==> src/sv/ksr_pkg.sv <==
package ksr_pkg;

  localparam int DEPTH_DEFAULT    = 16;
  localparam int KEY_BITS_DEFAULT = 16;

  localparam int CFG_W    = 5;
  localparam int STATUS_W = 2;
  localparam int ABOVE_W  = 4;
  localparam int FILL_W   = 5;

  localparam logic [CFG_W-1:0] CAP_RESET = 5'd10;

  localparam logic [STATUS_W-1:0] ST_DONE    = 2'd0;
  localparam logic [STATUS_W-1:0] ST_FULL    = 2'd1;
  localparam logic [STATUS_W-1:0] ST_DUP     = 2'd2;
  localparam logic [STATUS_W-1:0] ST_MISSING = 2'd3;

  localparam logic MODE_PUSH   = 1'b0;
  localparam logic MODE_REMOVE = 1'b1;

  typedef struct packed {
    logic shift;
    logic push;
  } cell_ctrl_t;

endpackage

==> src/sv/ksr_in_if.sv <==
interface ksr_in_if #(
  parameter int KEY_BITS = 16
);
  logic                valid;
  logic                ready;
  logic                mode;
  logic [KEY_BITS-1:0] key;

  modport source (output valid, mode, key, input ready);
  modport sink   (input valid, mode, key, output ready);
endinterface

==> src/sv/ksr_out_if.sv <==
interface ksr_out_if;
  import ksr_pkg::*;

  logic                valid;
  logic                ready;
  logic [STATUS_W-1:0] status;
  logic [ABOVE_W-1:0]  entries_above;
  logic [FILL_W-1:0]   fill_count;

  modport source (output valid, status, entries_above, fill_count, input ready);
  modport sink   (input valid, status, entries_above, fill_count, output ready);
endinterface

==> src/sv/ksr_cell.sv <==
module ksr_cell #(
  parameter int KEY_BITS = 16
) (
  input  logic                clk,
  input  ksr_pkg::cell_ctrl_t ctrl,
  input  logic [KEY_BITS-1:0] key,
  input  logic                occupied,
  input  logic                push_sel,
  input  logic [KEY_BITS-1:0] upper,
  input  logic                below_in,
  output logic [KEY_BITS-1:0] entry,
  output logic                hit,
  output logic                below_out
);
  import ksr_pkg::*;

  assign hit       = occupied && (entry == key);
  assign below_out = below_in || hit;

  // on remove, every cell at or above the hit takes its upper neighbour
  always_ff @(posedge clk) begin
    if (ctrl.shift && below_out) begin
      entry <= upper;
    end else if (ctrl.push && push_sel) begin
      entry <= key;
    end
  end
endmodule

==> src/sv/keyed_stack_with_remove_core.sv <==
// channel  | dir | fields                              | handshake
// items    | in  | mode, key                           | valid/ready
// results  | out | status, entries_above, fill_count   | valid/ready
// cfg      | in  | cfg_data (capacity limit)           | cfg_we, no stall
//
// Each word is accepted, then evaluated: the cell row compares the key in parallel
// and shifts or loads in place; no new word is accepted until then.
// Evaluation waits while the result register still holds an untaken word.
// Synchronous reset empties the stack and sets the limit to 10; no clearing pass.
module keyed_stack_with_remove_core #(
  parameter int STACK_DEPTH = ksr_pkg::DEPTH_DEFAULT,
  parameter int KEY_BITS    = ksr_pkg::KEY_BITS_DEFAULT
) (
  input  logic                      clk,
  input  logic                      rst,
  input  logic                      cfg_we,
  input  logic [ksr_pkg::CFG_W-1:0] cfg_data,
  ksr_in_if.sink                    items,
  ksr_out_if.source                 results
);
  import ksr_pkg::*;

  localparam int CNT_W = $clog2(STACK_DEPTH + 1);
  localparam int IDX_W = $clog2(STACK_DEPTH);
  localparam int LIM_W = (CNT_W > CFG_W) ? CNT_W : CFG_W;

  logic [CFG_W-1:0]    cap;
  logic                busy;
  logic                op_mode;
  logic [KEY_BITS-1:0] op_key;
  logic [CNT_W-1:0]    count;
  logic [CNT_W-1:0]    count_next;

  logic                eval;
  cell_ctrl_t          ctrl;
  logic [STACK_DEPTH-1:0] hit;
  logic [STACK_DEPTH:0]   below;
  logic [KEY_BITS-1:0] entry [STACK_DEPTH];
  logic [IDX_W-1:0]    hit_idx;
  logic                found;
  logic                full;
  logic [STATUS_W-1:0] status_next;
  logic [CNT_W-1:0]    above_wide;

  assign items.ready = !busy;
  assign eval        = busy && (!results.valid || results.ready);

  always_ff @(posedge clk) begin
    if (rst) begin
      cap <= CAP_RESET;
    end else if (cfg_we) begin
      cap <= cfg_data;
    end
  end

  always_ff @(posedge clk) begin
    if (rst) begin
      busy <= 1'b0;
    end else if (items.valid && items.ready) begin
      busy <= 1'b1;
    end else if (eval) begin
      busy <= 1'b0;
    end
  end

  always_ff @(posedge clk) begin
    if (items.valid && items.ready) begin
      op_mode <= items.mode;
      op_key  <= items.key;
    end
  end

  assign below[0] = 1'b0;

  genvar gi;
  generate
    for (gi = 0; gi < STACK_DEPTH; gi++) begin : g_cell
      logic [KEY_BITS-1:0] upper;
      if (gi == STACK_DEPTH - 1) begin : g_top
        assign upper = '0;
      end else begin : g_mid
        assign upper = entry[gi+1];
      end
      ksr_cell #(.KEY_BITS(KEY_BITS)) u_cell (
        .clk       (clk),
        .ctrl      (ctrl),
        .key       (op_key),
        .occupied  (CNT_W'(gi) < count),
        .push_sel  (count == CNT_W'(gi)),
        .upper     (upper),
        .below_in  (below[gi]),
        .entry     (entry[gi]),
        .hit       (hit[gi]),
        .below_out (below[gi+1])
      );
    end
  endgenerate

  // keys are unique in the store, so at most one cell hits
  always_comb begin
    hit_idx = '0;
    for (int i = 0; i < STACK_DEPTH; i++) begin
      if (hit[i]) begin
        hit_idx = hit_idx | IDX_W'(i);
      end
    end
  end

  assign found = below[STACK_DEPTH];
  assign full  = (LIM_W'(count) >= LIM_W'(STACK_DEPTH)) || (LIM_W'(count) >= LIM_W'(cap));

  assign ctrl.shift = eval && (op_mode == MODE_REMOVE) && found;
  assign ctrl.push  = eval && (op_mode == MODE_PUSH) && !full && !found;

  assign above_wide = count - CNT_W'(1) - CNT_W'(hit_idx);

  always_comb begin
    count_next  = count;
    status_next = ST_DONE;
    if (op_mode == MODE_PUSH) begin
      if (full) begin
        status_next = ST_FULL;
      end else if (found) begin
        status_next = ST_DUP;
      end else begin
        count_next = count + CNT_W'(1);
      end
    end else begin
      if (found) begin
        count_next = count - CNT_W'(1);
      end else begin
        status_next = ST_MISSING;
      end
    end
  end

  always_ff @(posedge clk) begin
    if (rst) begin
      count <= '0;
    end else if (eval) begin
      count <= count_next;
    end
  end

  always_ff @(posedge clk) begin
    if (rst) begin
      results.valid <= 1'b0;
    end else if (eval) begin
      results.valid <= 1'b1;
    end else if (results.ready) begin
      results.valid <= 1'b0;
    end
  end

  always_ff @(posedge clk) begin
    if (eval) begin
      results.status        <= status_next;
      results.entries_above <= ((op_mode == MODE_REMOVE) && found) ?
                               ABOVE_W'(above_wide) : '0;
      results.fill_count    <= FILL_W'(count_next);
    end
  end
endmodule

==> src/flat_wrapper.sv <==
// flat-port wrapper written by rule: the top's interface ports become plain ports
module keyed_stack_with_remove_core_flat import ksr_pkg::*;
#(
  parameter int STACK_DEPTH = ksr_pkg::DEPTH_DEFAULT,
  parameter int KEY_BITS    = ksr_pkg::KEY_BITS_DEFAULT
)
  (clk, rst, cfg_we, cfg_data, items_valid, items_mode, items_key, items_ready, results_valid, results_status, results_entries_above, results_fill_count, results_ready);
  ksr_in_if #(.KEY_BITS(KEY_BITS)) items_i ();
  ksr_out_if results_i ();
  input  logic clk;
  input  logic rst;
  input  logic cfg_we;
  input  logic [ksr_pkg::CFG_W-1:0] cfg_data;
  input wire logic [$bits(items_i.valid)-1:0] items_valid;
  input wire logic [$bits(items_i.mode)-1:0] items_mode;
  input wire logic [$bits(items_i.key)-1:0] items_key;
  output wire logic [$bits(items_i.ready)-1:0] items_ready;
  output wire logic [$bits(results_i.valid)-1:0] results_valid;
  output wire logic [$bits(results_i.status)-1:0] results_status;
  output wire logic [$bits(results_i.entries_above)-1:0] results_entries_above;
  output wire logic [$bits(results_i.fill_count)-1:0] results_fill_count;
  input wire logic [$bits(results_i.ready)-1:0] results_ready;
  assign items_i.valid = items_valid;
  assign items_i.mode = items_mode;
  assign items_i.key = items_key;
  assign items_ready = items_i.ready;
  assign results_valid = results_i.valid;
  assign results_status = results_i.status;
  assign results_entries_above = results_i.entries_above;
  assign results_fill_count = results_i.fill_count;
  assign results_i.ready = results_ready;
  keyed_stack_with_remove_core #(.STACK_DEPTH(STACK_DEPTH), .KEY_BITS(KEY_BITS)) u_core (.clk(clk), .rst(rst), .cfg_we(cfg_we), .cfg_data(cfg_data), .items(items_i), .results(results_i));
endmodule
==> config.mk <==
export PLATFORM = sky130hd
export DESIGN_NAME = keyed_stack_with_remove_core_flat
export DESIGN_NICKNAME = d
export VERILOG_FILES = /design/src/sv/ksr_pkg.sv /design/src/sv/ksr_in_if.sv /design/src/sv/ksr_out_if.sv /design/src/sv/ksr_cell.sv /design/src/sv/keyed_stack_with_remove_core.sv /design/src/flat_wrapper.sv
export SDC_FILE = /design/constraint.sdc
export NUM_CORES = 1
export LEC_CHECK = 0
export BUFFER_PORTS_ARGS = -buffer_cell sky130_fd_sc_hd__buf_2
export CAP_MARGIN = 20
export CORE_AREA = 2 2 169 171
export CTS_CLUSTER_SIZE = 24
export DETAILED_ROUTE_END_ITERATION = 10
export DIE_AREA = 0 0 171 173
export PLACE_DENSITY = 0.8
export SLEW_MARGIN = 20
export SYNTH_ARGS = -nofsm -noshare
export SYNTH_HDL_FRONTEND = slang
export SYNTH_SLANG_ARGS = --single-unit
==> constraint.sdc <==
create_clock -name clk -period 6.1 [get_ports clk]
set_clock_uncertainty 0.15 [all_clocks]
set_input_delay 1.22 -clock clk [delete_from_list [all_inputs] [get_ports clk]]
set_output_delay 1.22 -clock clk [all_outputs]
set_load 0.05 [all_outputs]
### Word level (Yosys, flattened, before mapping)

Cells that the tools add are included.

* memories kept: 0
* bits of input ports: 27
* output and inout port bits: 13
* flip-flop bits (word level): 296
* latch bits: 0
* memory bits (writable): 0
* bits in read-only memories: 0
* word-level logic and storage cells: 230

* $add $sub $neg: 3
* multipliers: 0
* bitwise logic cells: 1
* shift-type cells: 0
* equality and inequality tests: 31
* div/mod/pow operators: 0
* order comparisons: 18
* reduce and logical (&&, ||, !) cells: 95
* muxes and demuxes: 57

Operator list (number)
* 16-bit two-way mux: 30
* 16-bit equality test: 16
* 1-bit logical AND: 56
* 5-bit by 4-bit equality test with 1-bit output (second input constant): 8
* 4-bit by 5-bit < comparator with 1-bit output (first input constant): 8
* 2-bit nonzero test: 17
* 4-bit two-way mux: 8
* 5-bit by 3-bit equality test with 1-bit output (second input constant): 4
* 3-bit by 5-bit < comparator with 1-bit output (first input constant): 4
* 5-bit two-way mux: 4
* 1-bit logical OR: 17
* 2-bit two-way mux: 6
* 3-bit two-way mux: 4
* 5-bit by 2-bit equality test with 1-bit output (second input constant): 2
* 1-bit by 5-bit < comparator with 1-bit output (first input constant): 2
* 2-bit by 5-bit < comparator with 1-bit output (first input constant): 2
* 5-bit by 1-bit adder with 5-bit output (second input constant): 1
* 5-bit by 1-bit equality test with 1-bit output (second input constant): 1
* 5-bit greater-or-equal comparator: 1
* 5-bit greater-or-equal comparator (second input constant): 1
* 5-bit logical NOT: 1
* 1-bit two-way mux: 5
* 5-bit by 1-bit subtractor with 5-bit output (second input constant): 1
* 1-bit logical NOT: 4
* other kinds (2): 2

### Longest topological paths before layout

Gate-level depths: netlist of the first run.

* word-level depth: 22
* mapped depth: 15

### By module

From an unflattened synthesis of the first run, not the netlist that was laid out.

* cells, all modules: 2554
* area total of the unflattened synthesis: 23872.9 sq um

Modules (own cells, without submodules)
* ksr_cell: seq. area each 480.5 sq um, cells each 146, times used 16, area each 1355.0 sq um
* keyed_stack_with_remove_core: seq. area each 1081.0 sq um, cells each 218, times used 1, area each 2192.1 sq um

### Worst setup path after synthesis of the first run

No wires, ideal clock.

* kind: reg-to-reg
* start: register u_core.count[2]
* end: register u_core.g_cell[5].u_cell.entry[0] (enable)
* data arrival time: 4060 ps
* library setup time: 435 ps
* period minus slack after synthesis: 4645 ps
* setup slack: 1455 ps
* required time: 5515 ps
* cell stages (with the launch flop): 11
* path buffers: 3
* cell sequence: dfxtp_1 > buf_6 > and2_1 > buf_2 > a21oi_1 > or2_2 > a2bb2o_1 > nor3b_1 > nand4_1 > clkbuf_1 > o41ai_1

* cells in the longest elaborated chain, start to end: 21
* elaborated cells on any way between the ends: 59
* classes of those cells: 18 x order compare; 1 x eq/ne; 40 x reduce/logical

RTL lines
* start, declared: RTL line keyed_stack_with_remove_core.sv:31 `logic [CNT_W-1:0] count;`
* start signal, assigned: RTL line keyed_stack_with_remove_core.sv:141 `count <= count_next;`
* 1-bit by 5-bit < comparator with 1-bit output: RTL line keyed_stack_with_remove_core.sv:88 `.occupied (CNT_W'(gi) < count),`
* 1-bit logical AND: RTL line ksr_cell.sv:17 `assign hit = occupied && (entry == key);`
* 1-bit logical OR (15 in a row): RTL line ksr_cell.sv:18 `assign below_out = below_in || hit;`
* 1-bit logical NOT: RTL line keyed_stack_with_remove_core.sv:113 `assign ctrl.push = eval && (op_mode == MODE_PUSH) && !full && !found;`
* 1-bit logical AND: RTL line keyed_stack_with_remove_core.sv:113
* 1-bit logical AND: RTL line ksr_cell.sv:24 `end else if (ctrl.push && push_sel) begin`
* 2-bit nonzero test (no line) *
* end signal, assigned: RTL line ksr_cell.sv:23 `entry <= upper;`
* end signal, assigned: RTL line ksr_cell.sv:25 `entry <= key;`
* end, declared: RTL line ksr_cell.sv:11 `output logic [KEY_BITS-1:0] entry,`

Every way passes the cells marked *; elsewhere a longest branch is shown, timed or not.
A chain may end at the register's enable or synchronous reset.

### Final worst setup path of the first run

* start: register u_core.op_key[10]
* end: register u_core.g_cell[4].u_cell.entry[14] (enable)

* cells in the longest elaborated chain, start to end: 21
* elaborated cells on any way between the ends: 53
* classes of those cells: 16 x eq/ne; 37 x reduce/logical

RTL lines
* start, declared: RTL line keyed_stack_with_remove_core.sv:30 `logic [KEY_BITS-1:0] op_key;`
* start signal, assigned: RTL line keyed_stack_with_remove_core.sv:69 `op_key <= items.key;`
* 16-bit equality test: RTL line ksr_cell.sv:17
* 1-bit logical AND: RTL line ksr_cell.sv:17
* 1-bit logical OR (15 in a row): RTL line ksr_cell.sv:18
* 1-bit logical NOT: RTL line keyed_stack_with_remove_core.sv:113
* 1-bit logical AND: RTL line keyed_stack_with_remove_core.sv:113
* 1-bit logical AND: RTL line ksr_cell.sv:24
* 2-bit nonzero test (no line) *
* end signal, assigned: RTL line ksr_cell.sv:23
* end signal, assigned: RTL line ksr_cell.sv:25
* end, declared: RTL line ksr_cell.sv:11

Marked as above.

==> results of run 1 <==
[worst register-to-register path, delay by kind of cell (launching register included)]
family | cells | cell delay [ns]
DFF | 1 | 1.05
AOI/OAI and AO/OA | 3 | 1.85
buffers and inverters | 1 | 0.40
and+or+nand+nor | 4 | 0.96
xor gates and xnor gates | 1 | 0.19
[power by group]
| part | switching [uW] | leakage (uW) | internal, uW |
|---|---|---|---|
| Clock | 812 | 0.000542 | 1220 |
| Combinational | 258 | 0.00317 | 184 |
| Sequential | 41.6 | 0.00266 | 2240 |
| Total | 1110 | 0.00637 | 3640 |
[cells by family (layout without fill, tap and decap cells)]
group,after synthesis,count (layout),synth area share (%)
compound gates,105,105,4.627
flops,296,296,49.13
mux,265,265,17.06
buf+inv,120,168,4.298
fa+ha+maj,14,14,1.043
simple gates,321,321,10.70
xor+xnor,263,263,13.15
[layer usage]
layer	track usage (%)	vias to the layer above
li1	-	5209
met1	39.25	5753
met2	49.53	528
met3	5.676	143
met4	12.78	0
met5	0	-
[area by class of cell]
| class | instances | area [um^2] |
|---|---|---|
| Fill cell | 1970 | 8596 |
| Sequential cell | 296 | 8608 |
| Tap cell | 378 | 473.0 |
| Clock inverter | 19 | 192.7 |
| Inverter | 18 | 67.56 |
| Multi-Input combinational cell | 968 | 8203 |
| Timing Repair Buffer | 90 | 590.6 |
| Clock buffer | 41 | 898.4 |
[Yosys cell counts (all sizes together) (10+ instances only)]
library cell	number	share of area (%)
mux2i	23	1.3
inv	18	0.39
o21ai	12	0.36
or3	12	0.43
nand2	48	1.0
edfxtp	268	46
or4	10	0.45
xor2	82	4.1
nor3	31	0.89
xnor2	181	9.0
dfxtp	28	3.2
nor2	45	0.96
nor4	27	1.1
ha	13	0.93
buf	85	3.5
mux2	242	16
clkbuf	17	0.36
a21oi	33	1.2
nand4	70	2.5
nand3	15	0.43
[state kept, by name (all words and copies together) (netlist names)]
register	cells
u_core.op_key	16
u_core.results.entries_above	4
u_core.results.fill_count	5
u_core.results.status	2
u_core.op_mode	1
u_core.cap	5
u_core.results.valid	1
u_core.count	5
u_core.g_cell.u_cell.entry	256
u_core.busy	1
[through the flow]
step	std cells	power [uW]	hold slack, ns
2_1_floorplan	1384	2642	0.3093
3_3_place_gp	1750	2741	0.3291
3_5_place_dp	1750	2751	0.3431
4_1_cts	1810	4757	0.3523
5_1_grt	1810	4872	0.3732
6_report	1810	4752	0.3489
[worst max-delay path by stage]
stage	start	end
floorplan	u_core.count[2]$_SDFFE_PP0P_	u_core.g_cell[5].u_cell.entry[0]$_DFFE_PP_
global placement	u_core.op_key[6]$_DFFE_PP_	u_core.g_cell[4].u_cell.entry[14]$_DFFE_PP_
detailed placement	u_core.op_key[10]$_DFFE_PP_	u_core.g_cell[4].u_cell.entry[8]$_DFFE_PP_
CTS	u_core.op_key[10]$_DFFE_PP_	u_core.g_cell[4].u_cell.entry[13]$_DFFE_PP_
global route	u_core.op_key[10]$_DFFE_PP_	u_core.g_cell[4].u_cell.entry[8]$_DFFE_PP_
finish	u_core.op_key[10]$_DFFE_PP_	u_core.g_cell[4].u_cell.entry[14]$_DFFE_PP_
==> impl_metrics.ini, run 1 <==
[run_status]
status = complete, no violations

[final_layout]
synthToLayoutAreaGrowth_pct = 8.619
final_cell_mix = edfxtp_1 (268), xnor2_1 (181), mux2_2 (180)
drive_gt1_share_pct = 26.26
fin_area_um2 = 19030
mostFrequentLayoutCell = edfxtp_1
final_util_pct = 68.89
diodes = 0
layout.nets = 1449

[worst_setup_path]
critical_path.max_fanout = 18
crit_arrival_ns = 4.98
cp.depth = 9
required_ns = 6.09
cp_num_buf_inv = 1
crit_family = compound AO/OA/AOI/OAI gates
cp_common_cell = or3_1
crit_type = register to register
cp-end-kind = register
critical-path-max-stage-delay_ns = 1.05
r2r_cells = 9
crit_chain = buf_4 -> xnor2_1 -> nand4_1 -> or3_1 -> o22ai_1 -> or3_1 -> nor4_2 -> a221oi_4 -> a21o_1
slowest_stage = edfxtp_1
r2r_end = u_core.g_cell[4].u_cell.entry[14]$_DFFE_PP_
crit_path_start_kind = register
r2r_setup_slack_ns = 1.11
r2r-start = u_core.op_key[10]$_DFFE_PP_

[sta]
max_freq_mhz = 200.3
setup_slack_ns = 1.108
period_minus_slack_ns = 4.992
rsz0062_at_grt = false
fin_setup_tns_ns = 0
worst_pin_slew_ns = 1.055
hold_viol_final = 0
setup_viol = 0
drv_slew = 0
period_share_pct = 81.83
slew_headroom_pct = 29.65

[yosys]
syn_nets = 1425
synth_area_um2 = 17520
synth_seq_area_share_pct = 49.13
synth_seq_cells = 296
avgSynthCellArea_um2 = 12.66
synth_edf_count = 268
synth-main-ff-cell = edfxtp_1
async_flop_share_pct = 0
synthCells = 1384
yosysUniqueCellTypes = 80
yosysWarnings = 0

[pwr]
p_leak_uw = 0.006371
ir_worst_vdd_uv = 265.3
power_density_nw_per_um2 = 249.7

[detailed_routing]
routedLengthMet1_mm = 17.76
drt-initial-drc-count = 1292
routed_wl_mm = 44.22
routed_via_density = 6.427
met3_length_mm = 3.051
routedWlPerCell_um = 24.43
maxUsedRoutingLayer = met4
first_pass_iters = 8
drc = 0
vias = 11630
dr_wl_met2_mm = 21.51
ant_nets = 0

[worst_hold_path]
holdCritPathClass = register to register
holdPathStages = 2
min_from = u_core.busy$_SDFFE_PP0P_
holdPathEnd = u_core.results.valid$_SDFFE_PP0P_

[job]
cap_violations = 0

[clock_tree]
clk_latency_ns = 0.52
cts_root_buf = clkbuf_16
cts_max_level = 2
cts_resized = 0
numCtsBuffers = 34
clk_pin_slew_ns = 0.06
hold_buffers = 0
post-cts-setup-buffers = 0
clockBufferDepth = 3
cts_tree = done
cts_num_sinks = 296

[die]
start_util_pct = 63.42
core_area_um2 = 27630
boundaryPins = 40
placementRows = 61
dieHeight_um = 173
die_area_um2 = 29580
die_w_um = 171

[placement]
dp_slack_ns = 1.231
port_buffers = 39
placed_cell_area_um2 = 17940
dpl.hpwl_mm = 32.19
place_congestion = 1.044

[global_routing]
antenna_found_initial = 0
first_global_vias = 12070
grt_first_pass_wirelength_mm = 68.77
grt_overflow = 0
track_usage_pct = 30.20
grt_max_degree = 21
(Power assumes the default switching activity.)
==> inputs of run 2 (changes only) <==
--- a/config.mk
+++ b/config.mk
@@ -5,13 +5,14 @@
 export SDC_FILE = /design/constraint.sdc
 export NUM_CORES = 1
 export LEC_CHECK = 0
+export ABC_AREA = 1
 export BUFFER_PORTS_ARGS = -buffer_cell sky130_fd_sc_hd__buf_2
 export CAP_MARGIN = 20
-export CORE_AREA = 2 2 169 171
+export CORE_AREA = 2 2 184 186
 export CTS_CLUSTER_SIZE = 24
 export DETAILED_ROUTE_END_ITERATION = 10
-export DIE_AREA = 0 0 171 173
-export PLACE_DENSITY = 0.8
+export DIE_AREA = 0 0 186 188
+export PLACE_DENSITY = 0.77
 export SLEW_MARGIN = 20
 export SYNTH_ARGS = -nofsm -noshare
 export SYNTH_HDL_FRONTEND = slang
==> constraint.sdc (replaced) <==
create_clock -name clk -period 4.5 [get_ports clk]
set_clock_uncertainty 0.15 [all_clocks]
set_input_delay 0.9 -clock clk [delete_from_list [all_inputs] [get_ports clk]]
set_output_delay 0.9 -clock clk [all_outputs]
set_load 0.05 [all_outputs]
==> run 2 against run 1 <==
Core utilization decreased by 6.9 points. Global-route usage grew 6.5 points. Combinational power up 63%. Cell area grew 7.9%.
==> impl_metrics.ini, run 2 <==
[yosys]
synth-main-ff-cell = edfxtp_1
synthCells = 2560
async_flop_share_pct = 0
yosysUniqueCellTypes = 44
synth_seq_cells = 296
synth_area_um2 = 18800
avgSynthCellArea_um2 = 7.345
synth_seq_area_share_pct = 45.78
synthTopCellsByArea = edfxtp_1 (43%), nand2_1 (20%), nor2_1 (5.8%)
synth_edf_count = 268
netlist.area_leader.share_pct = 42.80
synth_area_leader_cell = edfxtp_1
yosysWarnings = 0
syn_nets = 2601
synthTopCellsByCount = nand2_1 (1001), nor2_1 (291), edfxtp_1 (268), inv_1 (241), o21ai_1 (126)
yosysMostFrequentCell = nand2_1

[pwr]
ir_worst_vdd_uv = 258.8
swShare_pct = 25.72
p_leak_uw = 0.009631
intPower_uw = 4819
power.share.clock_pct = 41.9
power_density_nw_per_um2 = 315.8
power_frac_comb_pct = 11.1
pwr-share-seq_pct = 47.1
p_switching_uw = 1669
p_total_uw = 6488

[final_layout]
drive_gt1_share_pct = 8.123
fin_area_um2 = 20540
top_register = u_core.g_cell.u_cell.entry
mostFrequentLayoutCell = nand2_1
final_cell_mix = nand2_1 (1001), nor2_1 (290), edfxtp_1 (268)
largest_reg_flops = 256
reg_top3 = u_core.g_cell.u_cell.entry x256, u_core.op_key x16
synthToLayoutAreaGrowth_pct = 9.242
layout.nets = 2626
fillerInstances = 2906

[detailed_routing]
drt-initial-drc-count = 2285
ant_nets = 0
first_pass_iters = 8
routed_via_density = 5.650
routedWlPerCell_um = 20.83
drc = 0
vias = 17280
routed_wl_mm = 63.73

[job]
cap_violations = 0

[die]
placementRows = 67
die_w_um = 186
dieHeight_um = 188
boundaryPins = 40
start_util_pct = 56.79
core_area_um2 = 33110
die_area_um2 = 34970

[sta]
period_share_pct = 94.67
drv_slew = 0
rsz0062_at_grt = false
slew_headroom_pct = 48.07
max_freq_mhz = 234.7
hold_viol_final = 0
setup_viol = 0
worst_pin_slew_ns = 0.7781
period_minus_slack_ns = 4.260
setup_slack_ns = 0.2398
fin_setup_tns_ns = 0

[worst_hold_path]
holdCritPathClass = register to register

[global_routing]
grt_first_pass_wirelength_mm = 94.87
first_global_vias = 15890
grt_max_degree = 33
antenna_found_initial = 1
track_usage_pct = 36.70
grt_overflow = 0

[worst_setup_path]
required_ns = 4.59
crit_type = register to register
crit_path_start_kind = register
critical_path.max_fanout = 32
crit_arrival_ns = 4.35
cp-end-kind = register

[clock_tree]
cts_resized = 0
cts_num_sinks = 296
post-cts-setup-buffers = 0
cts_max_level = 2
clk_latency_ns = 0.52
hold_buffers = 0
clockBufferDepth = 3
clk_pin_slew_ns = 0.06
numCtsBuffers = 35
cts_root_buf = clkbuf_16
cts_tree = done

[run_status]
status = complete, no violations

[placement]
dpl.hpwl_mm = 44.84
port_buffers = 39
place_congestion = 1.031
placed_cell_area_um2 = 19460
dp_slack_ns = 0.3798
==> run 2: changes by cell type in the layout (fill, tap and decap cells not counted), sizes merged, moves of 10 or more <==
cell,change
nand2,+967
nor2,+253
inv,+243
mux2,-242
o21ai,+193
xnor2,-130
nand3,+93
xor2,-33
nor4,-24
mux2i,-23
nand4,-23
buf,+16
or3,-12
or4,-10
==> run 2: logic make-up after synthesis <==
group	Yosys count	share of synthesized area, %
compound gates	241	6.727
xor+xnor	100	4.658
fa+ha+maj	14	0.9715
buf+inv	382	8.836
flops	296	45.78
simple gates	1527	33.03
==> run 2: path summary, 6_finish.rpt <==
path                                     start                                     endpoint  slack (ns)  cells after the start
max               u_core.count[2]$_SDFFE_PP0P_  u_core.g_cell[12].u_cell.entry[5]$_DFFE_PP_        0.24                     15
min          u_core.results.valid$_SDFFE_PP0P_            u_core.results.valid$_SDFFE_PP0P_        0.33                      2
max reg2reg       u_core.count[2]$_SDFFE_PP0P_  u_core.g_cell[12].u_cell.entry[5]$_DFFE_PP_        0.24                     15
min reg2reg  u_core.results.valid$_SDFFE_PP0P_            u_core.results.valid$_SDFFE_PP0P_        0.33                      2
==> run 2: area by class of cell <==
class	instances	area (um^2)	share of cell area, %
flip-flops and latches	296	8608	41.91
multi-input cells	1882	8552	41.63
inverters	264	994.7	4.842
clock buffers	49	980.9	4.775
repair buffers	106	748.2	3.642
well taps	448	560.5	2.729
clock inverters	13	95.09	0.4629
diodes	1	2.502	0.01218
==> run 2: power by group through the flow <==
stage | Clock (uW) | Combinational (uW) | Sequential [uW]
2_1_floorplan | 0 | 431 | 3130
3_3_place_gp | 0 | 680 | 3110
3_5_place_dp | 0 | 691 | 3110
4_1_cts | 2740 | 695 | 3050
5_1_grt | 2850 | 770 | 3050
6_report | 2720 | 718 | 3050
==> run 2: critical path: stages (launching register included) <==
cell,delay (ns)
dfxtp_1,0.71
inv_1,0.32
nor2_1,0.32
nand3_1,0.23
nand3_1,0.13
nor2_1,0.06
nand3_1,0.10
nand2_1,0.14
nor2_2,0.18
nand2_4,0.13
nor2_1,0.21
inv_1,0.27
nand2_4,0.33
nand2_2,0.41
nand2_1,0.17
o21ai_1,0.09
==> run 2: per-stage QoR <==
stage,util (%),instances,hold slack [ns]
global placement,58.78,2996,0.3142
global route,62.03,3058,0.3701
finish,62.04,3059,0.3333
CTS,62.03,3058,0.3351
floorplan,-,2560,0.2867
detailed placement,58.78,2996,0.3246
==> run 2: routing by layer <==
layer	wire [um]	vias up	GRT usage (%)
met5	0	-	0
met4	3509	0	18.75
met3	7671	194	8.215
met2	27100	1075	54.48
met1	25450	7799	50.38
li1	-	8214	-
